`src/hw/rtl/spq_pkg.sv`:
```
package spq_pkg;

    // command codes
    localparam logic [1:0] CMD_PUSH = 2'd0;
    localparam logic [1:0] CMD_POP  = 2'd1;
    localparam logic [1:0] CMD_TOP  = 2'd2;

    // status codes
    localparam logic [1:0] STATUS_OK    = 2'd0;
    localparam logic [1:0] STATUS_EMPTY = 2'd1;
    localparam logic [1:0] STATUS_FULL  = 2'd2;

    // order modes, new priority versus stored priority
    localparam logic [1:0] MODE_LT = 2'd0;
    localparam logic [1:0] MODE_LE = 2'd1;
    localparam logic [1:0] MODE_GT = 2'd2;
    localparam logic [1:0] MODE_GE = 2'd3;

    // register map
    localparam logic REG_ORDER_MODE = 1'b0;

    // command beat
    typedef struct packed {
        logic [1:0]         cmd;
        logic signed [31:0] item_value;
        logic signed [31:0] item_priority;
    } t_cmd_beat;

    // result beat
    typedef struct packed {
        logic [1:0]         status;
        logic signed [31:0] front_value;
        logic signed [31:0] front_priority;
        logic               is_empty;
    } t_result_beat;

    // control shared by every cell of the chain
    typedef struct packed {
        logic push_cmp;
        logic insert;
        logic pop;
    } t_cell_ctl;

endpackage

```
`src/hw/rtl/sorted_priority_queue_unit.sv`:
```
// Sorted priority queue built as a chain of cells, front entry in cell 0.
// Command channel: i_cmd is taken at an edge where start is high and busy is
// low; cmd selects push, pop or top (code 3 does nothing and reports ok).
// Result channel: o_result is valid for exactly one cycle while o_done is
// high; the receiver always takes it, there is no back-pressure.
// Pop, top, error cases and no-ops: result registered at the accepting
// edge, busy stays low, so one such command per cycle is sustained.
// Push with room: the accepting edge registers each cell's compare of the
// new priority; the insertion edge resolves the first hit along the cell
// chain and shifts/inserts. busy is high from the accepting edge until the
// insertion edge, and the result is registered at the insertion edge.
// Push when full drops the pair and reports status full; pop or top when
// empty reports status empty. Both leave the queue unchanged.
// Configuration: order_mode at byte address 0 over the APB port, writes take
// effect at the access edge; write only while no command is in flight.
// Reset (i_rst_n low, synchronous) empties the queue, sets order_mode to
// less-or-equal and clears o_done and busy.
module sorted_priority_queue_unit #(
    parameter int DEPTH          = 16,
    parameter int VALUE_WIDTH    = 32,
    parameter int PRIORITY_WIDTH = 32
) (
    input  logic                  i_clk,
    input  logic                  i_rst_n,
    input  logic                  start,
    output logic                  busy,
    input  spq_pkg::t_cmd_beat    i_cmd,
    output logic                  o_done,
    output spq_pkg::t_result_beat o_result,
    input  logic                  psel,
    input  logic                  penable,
    input  logic                  pwrite,
    input  logic [2:0]            paddr,
    input  logic [31:0]           pwdata,
    output logic [31:0]           prdata,
    output logic                  pready
);

    localparam int CW = $clog2(DEPTH + 1);

    localparam logic ST_IDLE   = 1'b0;
    localparam logic ST_INSERT = 1'b1;

    logic                      r_state;
    logic                      n_state;
    logic [CW-1:0]             r_count;
    logic [CW-1:0]             n_count;
    logic [1:0]                r_mode;
    logic                      r_done;
    logic                      n_done;
    spq_pkg::t_result_beat     r_result;
    spq_pkg::t_result_beat     n_result;
    logic [VALUE_WIDTH-1:0]    r_new_value;
    logic [PRIORITY_WIDTH-1:0] r_new_prio;
    logic [VALUE_WIDTH-1:0]    w_in_value;
    logic [PRIORITY_WIDTH-1:0] w_in_prio;
    spq_pkg::t_cell_ctl        w_ctl;
    logic                      w_accept;
    logic                      w_full;
    logic                      w_empty;
    logic [63:0]               w_front_value;
    logic [63:0]               w_front_prio;

    logic [VALUE_WIDTH-1:0]    w_value [DEPTH];
    logic [PRIORITY_WIDTH-1:0] w_prio  [DEPTH];
    logic                      w_found [DEPTH+1];

    assign busy     = (r_state == ST_INSERT);
    assign w_accept = start & ~busy;
    assign w_full   = (r_count == CW'(DEPTH));
    assign w_empty  = (r_count == '0);

    // incoming pair kept to the storage widths
    assign w_in_value = VALUE_WIDTH'(64'({32'd0, i_cmd.item_value}));
    assign w_in_prio  = PRIORITY_WIDTH'(64'({32'd0, i_cmd.item_priority}));

    // front entry sign-extended for the result beat
    assign w_front_value = 64'($signed(w_value[0]));
    assign w_front_prio  = 64'($signed(w_prio[0]));

    // command decode and result build
    always_comb begin
        n_state  = r_state;
        n_count  = r_count;
        n_done   = 1'b0;
        n_result = '0;
        w_ctl    = '0;
        n_result.is_empty = w_empty;
        if (r_state == ST_INSERT) begin
            w_ctl.insert      = 1'b1;
            n_count           = r_count + CW'(1);
            n_state           = ST_IDLE;
            n_done            = 1'b1;
            n_result.status   = spq_pkg::STATUS_OK;
            n_result.is_empty = 1'b0;
        end else if (w_accept) begin
            n_done = 1'b1;
            unique case (i_cmd.cmd) inside
                spq_pkg::CMD_PUSH: begin
                    if (w_full) begin
                        n_result.status = spq_pkg::STATUS_FULL;
                    end else begin
                        w_ctl.push_cmp = 1'b1;
                        n_state        = ST_INSERT;
                        n_done         = 1'b0;
                    end
                end
                spq_pkg::CMD_POP, spq_pkg::CMD_TOP: begin
                    if (w_empty) begin
                        n_result.status = spq_pkg::STATUS_EMPTY;
                    end else begin
                        n_result.front_value    = w_front_value[31:0];
                        n_result.front_priority = w_front_prio[31:0];
                        if (i_cmd.cmd == spq_pkg::CMD_POP) begin
                            w_ctl.pop         = 1'b1;
                            n_count           = r_count - CW'(1);
                            n_result.is_empty = (r_count == CW'(1));
                        end
                    end
                end
                default: begin
                    n_result.status = spq_pkg::STATUS_OK;
                end
            endcase
        end
    end

    // control registers
    always_ff @(posedge i_clk) begin
        if (!i_rst_n) begin
            r_state <= ST_IDLE;
            r_count <= '0;
            r_done  <= 1'b0;
        end else begin
            r_state <= n_state;
            r_count <= n_count;
            r_done  <= n_done;
        end
    end

    // result beat and pending push pair
    always_ff @(posedge i_clk) begin
        r_result <= n_result;
        if (w_ctl.push_cmp) begin
            r_new_value <= w_in_value;
            r_new_prio  <= w_in_prio;
        end
    end

    // configuration register
    always_ff @(posedge i_clk) begin
        if (!i_rst_n) begin
            r_mode <= spq_pkg::MODE_LE;
        end else if (psel && penable && pwrite && paddr[2] == spq_pkg::REG_ORDER_MODE) begin
            r_mode <= pwdata[1:0];
        end
    end

    always_comb begin
        prdata = '0;
        if (paddr[2] == spq_pkg::REG_ORDER_MODE) begin
            prdata = {30'd0, r_mode};
        end
    end

    assign pready = 1'b1;

    // chain of cells, first hit ripples toward the tail
    assign w_found[0] = 1'b0;

    for (genvar g = 0; g < DEPTH; g++) begin : g_cell
        logic [VALUE_WIDTH-1:0]    w_lv;
        logic [PRIORITY_WIDTH-1:0] w_lp;
        logic [VALUE_WIDTH-1:0]    w_rv;
        logic [PRIORITY_WIDTH-1:0] w_rp;

        if (g == 0) begin : g_head
            assign w_lv = r_new_value;
            assign w_lp = r_new_prio;
        end else begin : g_body
            assign w_lv = w_value[g-1];
            assign w_lp = w_prio[g-1];
        end

        if (g == DEPTH - 1) begin : g_tail
            assign w_rv = w_value[g];
            assign w_rp = w_prio[g];
        end else begin : g_inner
            assign w_rv = w_value[g+1];
            assign w_rp = w_prio[g+1];
        end

        spq_cell #(
            .VALUE_WIDTH    (VALUE_WIDTH),
            .PRIORITY_WIDTH (PRIORITY_WIDTH)
        ) u_cell (
            .i_clk         (i_clk),
            .i_ctl         (w_ctl),
            .i_order_mode  (r_mode),
            .i_occupied    (CW'(g) < r_count),
            .i_cmp_prio    (w_in_prio),
            .i_new_value   (r_new_value),
            .i_new_prio    (r_new_prio),
            .i_left_value  (w_lv),
            .i_left_prio   (w_lp),
            .i_right_value (w_rv),
            .i_right_prio  (w_rp),
            .i_found       (w_found[g]),
            .o_value       (w_value[g]),
            .o_prio        (w_prio[g]),
            .o_found       (w_found[g+1])
        );
    end

    assign o_done   = r_done;
    assign o_result = r_result;

endmodule

```
`src/hw/rtl/spq_cell.sv`:
```
module spq_cell #(
    parameter int VALUE_WIDTH    = 32,
    parameter int PRIORITY_WIDTH = 32
) (
    input  logic                      i_clk,
    input  spq_pkg::t_cell_ctl        i_ctl,
    input  logic [1:0]                i_order_mode,
    input  logic                      i_occupied,
    input  logic [PRIORITY_WIDTH-1:0] i_cmp_prio,
    input  logic [VALUE_WIDTH-1:0]    i_new_value,
    input  logic [PRIORITY_WIDTH-1:0] i_new_prio,
    input  logic [VALUE_WIDTH-1:0]    i_left_value,
    input  logic [PRIORITY_WIDTH-1:0] i_left_prio,
    input  logic [VALUE_WIDTH-1:0]    i_right_value,
    input  logic [PRIORITY_WIDTH-1:0] i_right_prio,
    input  logic                      i_found,
    output logic [VALUE_WIDTH-1:0]    o_value,
    output logic [PRIORITY_WIDTH-1:0] o_prio,
    output logic                      o_found
);

    logic [VALUE_WIDTH-1:0]    r_value;
    logic [PRIORITY_WIDTH-1:0] r_prio;
    logic                      r_hit;
    logic                      w_lt;
    logic                      w_eq;
    logic                      w_rel;

    // relation of the incoming priority against the stored one
    assign w_lt = $signed(i_cmp_prio) < $signed(r_prio);
    assign w_eq = i_cmp_prio == r_prio;

    always_comb begin
        case (i_order_mode)
            spq_pkg::MODE_LT: w_rel = w_lt;
            spq_pkg::MODE_LE: w_rel = w_lt | w_eq;
            spq_pkg::MODE_GT: w_rel = ~(w_lt | w_eq);
            default:          w_rel = ~w_lt;
        endcase
    end

    // hit flag, then insert or shift on the following edge
    always_ff @(posedge i_clk) begin
        if (i_ctl.push_cmp) begin
            r_hit <= ~i_occupied | w_rel;
        end
        if (i_ctl.insert) begin
            if (i_found) begin
                r_value <= i_left_value;
                r_prio  <= i_left_prio;
            end else if (r_hit) begin
                r_value <= i_new_value;
                r_prio  <= i_new_prio;
            end
        end else if (i_ctl.pop) begin
            r_value <= i_right_value;
            r_prio  <= i_right_prio;
        end
    end

    assign o_value = r_value;
    assign o_prio  = r_prio;
    assign o_found = i_found | r_hit;

endmodule
```
`config.mk`:
```
export PLATFORM = sky130hd
export DESIGN_NAME = sorted_priority_queue_unit
export DESIGN_NICKNAME = d
export VERILOG_FILES = /design/src/hw/rtl/spq_pkg.sv /design/src/hw/rtl/sorted_priority_queue_unit.sv /design/src/hw/rtl/spq_cell.sv
export SDC_FILE = /design/constraint.sdc
export NUM_CORES = 2
export LEC_CHECK = 0
export BUFFER_PORTS_ARGS = -buffer_cell sky130_fd_sc_hd__buf_2
export CAP_MARGIN = 40
export CORE_MARGIN = 2
export CORE_UTILIZATION = 55
export CTS_CLUSTER_SIZE = 30
export DETAILED_ROUTE_END_ITERATION = 12
export PLACE_DENSITY_LB_ADDON = 0.1
export SYNTH_ARGS = -nofsm -noshare
export SYNTH_HDL_FRONTEND = slang
export SYNTH_SLANG_ARGS = --single-unit
export TNS_END_PERCENT = 5
```
`constraint.sdc`:
```
create_clock -name i_clk -period 5.8 [get_ports i_clk]
set_input_delay 0.58 -clock i_clk [delete_from_list [all_inputs] [get_ports i_clk]]
set_output_delay 0.58 -clock i_clk [all_outputs]
set_load 0.05 [all_outputs]
```
==> metrics.md <==
| Metric | Value |
|---|---|
| Status | `finished clean` |
| Pre-Repair DR Iteration Count | `6` |
| Clock Latency Late Sink | `approximately 780 ps` |
| Die area | `roughly 0.13 sq mm` |
| FFs w/ async S/R, synth | `0` |
| GRT met2 Usage | `0.483` |
| GR Util met3 | `0.0457` |
| Fin crit share | `0.755` |
| Leakage dissipation | `around 33 nW` |
| Hpwl dp | `around 130,000 um` |
| Core area | `0.124 sq mm` |
| Crit Reg-Reg Startpoint | `g_cell[1].u_cell.r_hit$_DFFE_PP_` |
| Largest net degree at the start of global routing | `241` |
| Area grow syn2layout | `10.9%` |
| Post-synthesis cell area | `0.0689 sq mm` |
| Clock skew | `35.2 ps` |
| Share of layout cells above drive strength 1 | `0.0837` |
| Initial DRC Count | `5,575` |
| Fin. Hold Viols | `0` |
| Setup Fix Bufs, Post-CTS | `0` |
| Min-Delay Startpoint | `pwdata[1]` |
| DR vias | `slightly above 50,000` |
| DRC Markers | `0` |
| PwrDens | `269 mW/mm^2` |
| Most used routing layer | `met2` |
| Flip-flop and latch area | `0.0347 sq mm` |
| Mapped Cells | `6,689` |
| Via/cell ratio | `6.07` |
| CTS root buffer | `clkbuf_16` |
| Syn avg cell area | `10.3 sq um` |
| Initial antenna violation count | `7` |
| Post-synth EDFFs | `around 1,100` |
| Final setup TNS | `0 ps` |
| Crit path kind | `flop to flop` |
| Worst Setup End Kind | `flop` |
| Worst Hold Class | `input port to flop` |
| CTS buffer count | `135` |
| Clk buf depth | `3` |
| TritonCTS clock tree | `yes` |
| Max cap viols | `0` |
| Clk sinks | `around 1,200` |
| Gpl congestion | `about 0.95` |
| Final net count | `7,321` |
| Final worst path period need | `4380 ps` |
| WP data arrival | `4850 ps` |
| Max Freq | `0.228 GHz` |
| Commonest non-fill, non-tap cells in the layout | `edfxtp_1 (1,104), nor2_1 (950), a21oi_1 (906), mux2i_1 (739), ha_1 (518)` |
| FP Rows | `129` |
| Count of final setup violators | `0` |
| Type of origin of the critical path | `flop` |
| Sequential cell area fraction in the yosys report | `0.503` |
| Met1 Resource Use GR | `0.431` |
| Starting Density | `0.556` |
| Worst Path Required | `6270 ps` |
| Slew Limit Fails | `0` |
| Die width | `roughly 360 um` |
| Ys flop type | `edfxtp_1` |
| DRT antenna net count | `0` |
| Gr usage total | `0.308` |
| Max-slew headroom | `0.293` |
| CTS clk-pin slew, worst paths | `60 ps` |
| Die Y | `358 um` |
| Max VDD drop | `310 uV` |
| # IOs | `between 200 and 250` |
| Synth Register Bits | `approximately 1,200` |
| Netlist cell types | `65` |
| RSZ-0062 raised after global routing | `no` |
| Hold WS | `61.1 ps` |
| Wire per inst | `between 20 and 25 um` |
| CTS H-tree depth | `4` |
| IO Port Bufs | `145` |
| First-pass GRT wire length | `approximately 300,000 um` |
| Fillers | `roughly 10,000` |
| Vias in the first global route | `48,900` |
| Worst-path fanout max | `42` |
| Post-Route WL | `199,000 um` |
| Multi-input gate area | `0.0309 sq mm` |
| Worst slew pin tran | `approximately 1100 ps` |
| Yosys warns | `0` |
| CP startpoint | `g_cell[1].u_cell.r_hit$_DFFE_PP_` |
| Commonest non-fill, non-tap cell in the layout | `edfxtp_1` |
| Total gr overflow | `0` |
[where the power goes]
group	leakage, nW	internal [mW]	switching (mW)
combinational	20.6	0.605	1.19
sequential	10.6	9.62	0.219
clock	2.24	5.31	3.64
[per-layer routing]
layer | vias to the layer above | wire, um
li1 | 24100 | -
met1 | 25000 | 86500
met2 | 1850 | 90600
met3 | 373 | 14300
met4 | 0 | 7830
met5 | - | 0
[registers in the layout, summed over array words and instances, names as in the netlist]
signal	cells
g_cell.u_cell.r_hit	16
busy	1
o_done	1
o_result	67
g_cell.w_lv	32
r_count	5
g_cell.u_cell.o_prio	512
r_mode	2
g_cell.w_lp	32
g_cell.u_cell.o_value	512
[stage by stage]
stage | cells | cell area [sq um] | power [mW] | utilization | setup WS, ps
detailed placement | 8162 | 71500 | 11.8 | 0.577 | 1430
floorplan | 6718 | 69000 | 11.1 | - | 609
finish | 8450 | 76400 | 20.6 | 0.617 | 1420
CTS | 8446 | 76400 | 20.7 | 0.616 | 1420
global placement | 8121 | 70900 | 11.7 | 0.572 | 1160
global route | 8449 | 76400 | 21.2 | 0.617 | 1240
[path summary, 6_finish.rpt]
| check | cells past startpoint | slack (ps) | end |
|---|---|---|---|
| setup / recovery | 11 | 1420 | g_cell[14].u_cell.o_prio[17]$_DFFE_PP_ |
| hold / removal | 3 | 60 | r_mode[1]$_SDFFE_PN0P_ |
| setup reg to reg | 11 | 1420 | g_cell[14].u_cell.o_prio[17]$_DFFE_PP_ |
| hold reg to reg | 1 | 460 | o_result[44]$_SDFF_PP0_ |
[layout make-up]
| class | instances | area share |
|---|---|---|
| sequential | 1180 | 0.454 |
| multi-input combinational | 4570 | 0.404 |
| clock buffer | 182 | 0.0491 |
| timing repair buffer | 294 | 0.0306 |
| tap | 1637 | 0.0268 |
| inverter | 515 | 0.0253 |
| clock inverter | 69 | 0.0106 |
| antenna | 3 | 0.0000982 |
[cells in the mapped netlist, types with 31 or more instances]
cell type / instances / area share
o21ai_0: 101 / 0.0073
dfxtp_1: 76 / 0.022
and2_1: 70 / 0.0064
nand2_1: 451 / 0.025
nor3_1: 33 / 0.0024
a31oi_1: 180 / 0.016
mux2i_1: 739 / 0.11
buf_4: 31 / 0.0034
inv_1: 514 / 0.028
a21o_1: 86 / 0.0094
nor2_1: 953 / 0.052
clkbuf_1: 382 / 0.021
ha_1: 518 / 0.094
nand4_1: 82 / 0.0074
a21oi_1: 907 / 0.066
mux2_2: 65 / 0.011
edfxtp_1: 1104 / 0.48
nand3_1: 69 / 0.0050
mux2_1: 38 / 0.0062
[worst max-delay path: stages, from the launching register on]
cell	delay, ps
edfxtp_1	480
or3_4	410
or4_4	450
or2_4	390
nor4_4	420
nand2b_4	80
buf_4	260
buf_16	260
nor2_4	570
buf_12	360
mux2i_1	230
a21oi_1	100
[cell families (layout without fill, tap and decap cells)]
kind of cell    Yosys count  after routing  synth area share
flops                  1180           1180             0.503
simple gates           1771           1771             0.109
other cells               2             34          0.000109
compound gates         1399           1399             0.114
mux                     842            842             0.124
xor+xnor                  9              9           0.00114
fa+ha+maj               518            518            0.0940
buf+inv                 968           1060            0.0546
[what timing repair did]
action	CTS	global route
endpoints found under the hold margin	33	0
gates resized for setup	0	0
hold buffers	33	0
Note: power is estimated with default switching activity, not from simulation.
